==> src/sv/mpm_pkg.sv <==
`default_nettype none

package mpm_pkg;

  // item kinds carried on in_tuser
  localparam logic [2:0] FUNC_LOAD     = 3'd0;
  localparam logic [2:0] FUNC_PLAY     = 3'd1;
  localparam logic [2:0] FUNC_STOP     = 3'd2;
  localparam logic [2:0] FUNC_STOP_ALL = 3'd3;
  localparam logic [2:0] FUNC_SET_VOL  = 3'd4;
  localparam logic [2:0] FUNC_MIX      = 3'd5;

  // field widths
  localparam int ADDR_FIELD_W  = 12;
  localparam int SAMPLE_W      = 16;
  localparam int COUNT_FIELD_W = 13;
  localparam int GAIN_W        = 8;
  localparam int CHAN_W        = 3;
  localparam int ACTIVE_OUT_W  = 4;
  localparam int IN_DATA_W     = 56;
  localparam int OUT_DATA_W    = 24;

  // base + position before the store wrap
  localparam int SUM_W   = 14;
  localparam int MAX_SUM = (2 ** ADDR_FIELD_W - 1) + (2 ** COUNT_FIELD_W - 1);

  // shared multiplier: 24 x 25 unsigned, registered product
  localparam int MUL_A_W = 24;
  localparam int MUL_B_W = 25;
  localparam int PROD_W  = MUL_A_W + MUL_B_W;

  // ceil(2^32 / 255): exact floor(m / 255) for m < 2^24 via (m * RECIP) >> 32
  localparam logic [MUL_B_W-1:0] RECIP_255 = 25'd16843010;
  localparam int QUOT_LSB = 32;
  localparam int QUOT_W   = 17;

  localparam logic signed [SAMPLE_W-1:0] SAMPLE_MAX = 16'sh7FFF;
  localparam logic signed [SAMPLE_W-1:0] SAMPLE_MIN = 16'sh8000;

  typedef struct packed {
    logic               en;
    logic [MUL_A_W-1:0] a;
    logic [MUL_B_W-1:0] b;
  } mul_req_t;

endpackage

`default_nettype wire

==> src/sv/mpm_mul.sv <==
`default_nettype none

module mpm_mul (
  input  wire logic                           clk,
  input  wire mpm_pkg::mul_req_t              req,
  output logic      [mpm_pkg::PROD_W-1:0]     prod
);

  logic [mpm_pkg::PROD_W-1:0] prod_r;

  // one unsigned product per cycle, registered
  always_ff @(posedge clk) begin
    if (req.en) begin
      prod_r <= mpm_pkg::PROD_W'(req.a) * mpm_pkg::PROD_W'(req.b);
    end
  end

  assign prod = prod_r;

endmodule

`default_nettype wire
==> config.mk <==
export PLATFORM = sky130hd
export DESIGN_NAME = mpm_mul
export DESIGN_NICKNAME = d
export VERILOG_FILES = /design/src/sv/mpm_pkg.sv /design/src/sv/mpm_mul.sv
export SDC_FILE = /design/constraint.sdc
export NUM_CORES = 2
export LEC_CHECK = 0
export BUFFER_PORTS_ARGS = -buffer_cell sky130_fd_sc_hd__buf_2
export CORE_MARGIN = 4
export CORE_UTILIZATION = 50
export DETAILED_ROUTE_END_ITERATION = 10
export GPL_TIMING_DRIVEN = 0
export HOLD_SLACK_MARGIN = 0.1
export PLACE_DENSITY_LB_ADDON = 0.2
export SLEW_MARGIN = 15
export SYNTH_ARGS = -nofsm -noshare
export SYNTH_HDL_FRONTEND = slang
export SYNTH_SLANG_ARGS = --single-unit
==> constraint.sdc <==
create_clock -name clk -period 8 [get_ports clk]
set_clock_uncertainty 0.1 [all_clocks]
set_input_delay 0 -clock clk [delete_from_list [all_inputs] [get_ports clk]]
set_output_delay 0 -clock clk [all_outputs]
set_load 0.05 [all_outputs]
# --- Word level (Yosys, flattened, before mapping) ---
# Index checks and enable logic that the tools add are counted.
word_totals:
  input_bits: 51
  word_cells: 2
  output_inout_bits: 49
  regBits: 49
op_classes:
  multipliers: 1
ops:
  columns: ["op", "n"]
  rows:
  - ["multiplier 24 x 25 -> 49 bit", 1]

# --- Depth between registers and ports, before layout ---
depth:
  word_depth: 1
  depth_mapped: 27
  ltp_nobuf: 24

# --- Least setup slack after synthesis ---
# No wires, ideal clock.
synth_path:
  kind: "input-to-reg"
  from: "input req[30] (netlist bit)"
  to: "register prod_r (netlist bit prod[39]), data pin"
  n_path_buf: 2
  setup_ns: 0.267
  t_arrival_ns: 6.123
  stages: 26
  slack_ns: 1.510
  path_cell_list: "clkbuf_1 clkbuf_1 nand2_1 fa_1 inv_1 fa_1 inv_1 fa_1 inv_1 fa_1 inv_1 fa_1 inv_1 fa_1 inv_1 fa_1 inv_1 ha_1 a21oi_2 o21bai_4 a221oi_4 nand4_1 a31oi_2 nor2_1 a311o_1 xor2_1"
synth_via:
  elab_chain_len: 1
synth_rtl:
  columns: ["element", "line_no", "source"]
  rows:
  - ["start, declared", "mpm_mul.sv:5", "input wire mpm_pkg::mul_req_t req,"]
  - ["multiplier 24 x 25 -> 49 bit", "mpm_mul.sv:14", "prod_r <= mpm_pkg::PROD_W'(req.a) * mpm_pkg::PROD_W'(req.b);"]
  - ["end signal, assigned", "mpm_mul.sv:14", null]
  - ["end, declared", "mpm_mul.sv:9", "logic [mpm_pkg::PROD_W-1:0] prod_r;"]
# No other way between the ends.
# A chain may end at the register's enable or synchronous reset.

# --- Worst setup path in the final report ---
layout_path:
  from: "input req[26] (netlist bit)"
  to: "register prod_r (netlist bit prod[39]), data pin"
# The elaborated chain is that of the path after synthesis.

==> results.yml <==
routing:
  routed_via_density: 5.49
  totalWireLength_mm: 66.0
  drt_iter0_drc: 1226
  post_drt_wl_per_cell_um: 22.1
  drt_pass1_iterations: 6
  remaining_drc_errors: 0
  dr_total_vias: 16428
  ant_nets: 0
grt:
  grt_use_total_pct: 29.2
  grt-ovfl-total: 0
  antenna_found_initial: 3
  first_global_vias: 17669
  grt_pass1_wl_mm: 102
  grt_max_degree: 50
clocking:
  cts-root-buf: "clkbuf_16"
  clk_pin_slew_ns: 0.07
  clock_path_buffers: 2
  numClockSinks: 49
  tritoncts: "done"
  cts-buffers-inserted: 5
  post-cts-setup-buffer-count: 0
  htreeDepth: 2
worst_setup_path:
  crit_buf_inv: 8
  path_class: "input port to flip-flop"
  startpoint_type: "input port"
  slowest_stage: "fa_1"
  cp_data_arrival_time_ns: 7.64
  crit_top_cell: "fa_1"
  cp.required_ns: 7.94
  cp-end-kind: "flip-flop"
  cp_max_fo: 10
  crit_family: "adder cells"
  cp_slowest_stage_delay_ns: 0.58
timing:
  hold_ws_ns: 0.134
  min_period_ns: 7.70
  rsz0062_at_grt: "no"
  setup_viol: 0
  slew_violations: 0
  hold_viol: 0
  worst_slew_pin_slew_ns: 0.985
  slew_headroom_pct: 34.3
  fmax_mhz: 130
  min_period_over_period_pct: 96.2
yosys:
  postSynthCellCount: 2342
  yosysSeqAreaShare_pct: 6.88
  avgSynthCellArea_um2: 9.13
  synth_common_cells: "577 x inv_1, 504 x fa_1, 332 x nand2_1"
  syn-cell-area_um2: 21400
  synth-seq-cells: 49
  async_flop_share_pct: 0
  ys_types: 54
  syn-num-nets: 3072
  synth_edf_count: 49
  synth-main-ff-cell: "edfxtp_1"
  synth.most_common_cell: "inv_1"
  yosysTopAreaCellShare_pct: 47.2
  synth_largest_area_cell: "fa_1"
  ys_warn_count: 0
  synth_area_leaders: "fa_1 47%, ha_1 10%, inv_1 10%"
outcome:
  status: "completed"
placed_design:
  port-buffer-count: 97
  dp_hpwl_mm: 55.0
  globalplace.congestion: 0.982
die:
  die_area_um2: 46100
  core_um2: 42100
  die_y_um: 215
  num_rows: 75
  pin_count: 100
  die_x_um: 215
  start_util_pct: 50.7
cells_and_area:
  drive_above_1_share_pct: 4.94
  final_util_pct: 54.0
  largest_reg_flops: 49
  area_growth_pct: 6.41
  nNetsFinal: 3178
  fillers: 3964
job:
  max_cap_violations: 0
min_path:
  min_path_type: "input port to flip-flop"
## path summary, 6_finish.rpt
check / startpoint / endpoint / slack (ns) / cells past startpoint
worst min-delay path: req[49] / prod[44] / 0.13 / 1
worst max-delay path: req[26] / prod[39] / 0.30 / 25
## routing by layer
metal	wire [µm]	share of wire, %	global-route usage [%]	vias up
met5	14	0.021	0	-
met4	4620	7.0	15.4	2
met3	6030	9.1	5.59	188
met1	24700	37	37.8	8385
met2	30600	46	47.1	797
li1	-	-	-	7056
## kinds of logic (layout without fill, tap and decap cells)
logic type,Yosys count,after routing,share of synthesized area (%)
compound gates,148,148,4.57
mux,1,1,0.0468
buf+inv,701,808,12.4
xor+xnor,45,45,1.84
fa+ha+maj,679,679,57.4
simple gates,719,719,16.8
other cells,0,2,0
flops,49,49,6.88
## layout make-up
cell class / count / area, µm² / area share [%]
diodes: 2 / 5.00 / 0.0220
repair buffers: 99 / 508 / 2.23
flip-flops and latches: 49 / 1470 / 6.47
multi-input cells: 1592 / 17300 / 75.9
clock inverters: 3 / 47.5 / 0.209
well taps: 539 / 674 / 2.97
plain buffers: 124 / 480 / 2.11
inverters: 577 / 2170 / 9.52
clock buffers: 5 / 125 / 0.550
## cells in the final DEF (no fill, tap or decap), types with 4 or more instances in the layout
cell	count
o211ai_1	4
nand3_1	7
xnor2_1	27
nor2_1	26
nand2b_1	5
clkbuf_16	5
buf_2	99
nand2_1	332
fa_1	504
o21ai_1	4
nor2b_1	5
a31oi_1	7
o21bai_1	8
ha_1	175
inv_1	577
nor3_1	7
a21oi_1	50
a21o_1	26
and2_1	304
edfxtp_1	49
and3_1	6
o21ai_0	23
xor2_1	18
nand4_1	16
clkbuf_1	117
## stage by stage
step	setup TNS, ns	setup slack (ns)	cells	area [µm²]
floorplan	0	1.51	2342	21400
global placement	0	0.125	2978	22500
detailed placement	-0.0252	-0.0252	2978	22500
CTS	0	0.0108	2988	22700
global route	0	0.0493	2988	22700
finish	0	0.304	2990	22700
## what timing repair did
item	CTS	global route
endpoints found under the setup margin	0	9
hold buffers	2	0
endpoints found under the hold margin	2	0
resized for setup	0	8
Power is not shown: default switching activity piles up to over one toggle a cycle in this logic, so the estimate is an artifact.
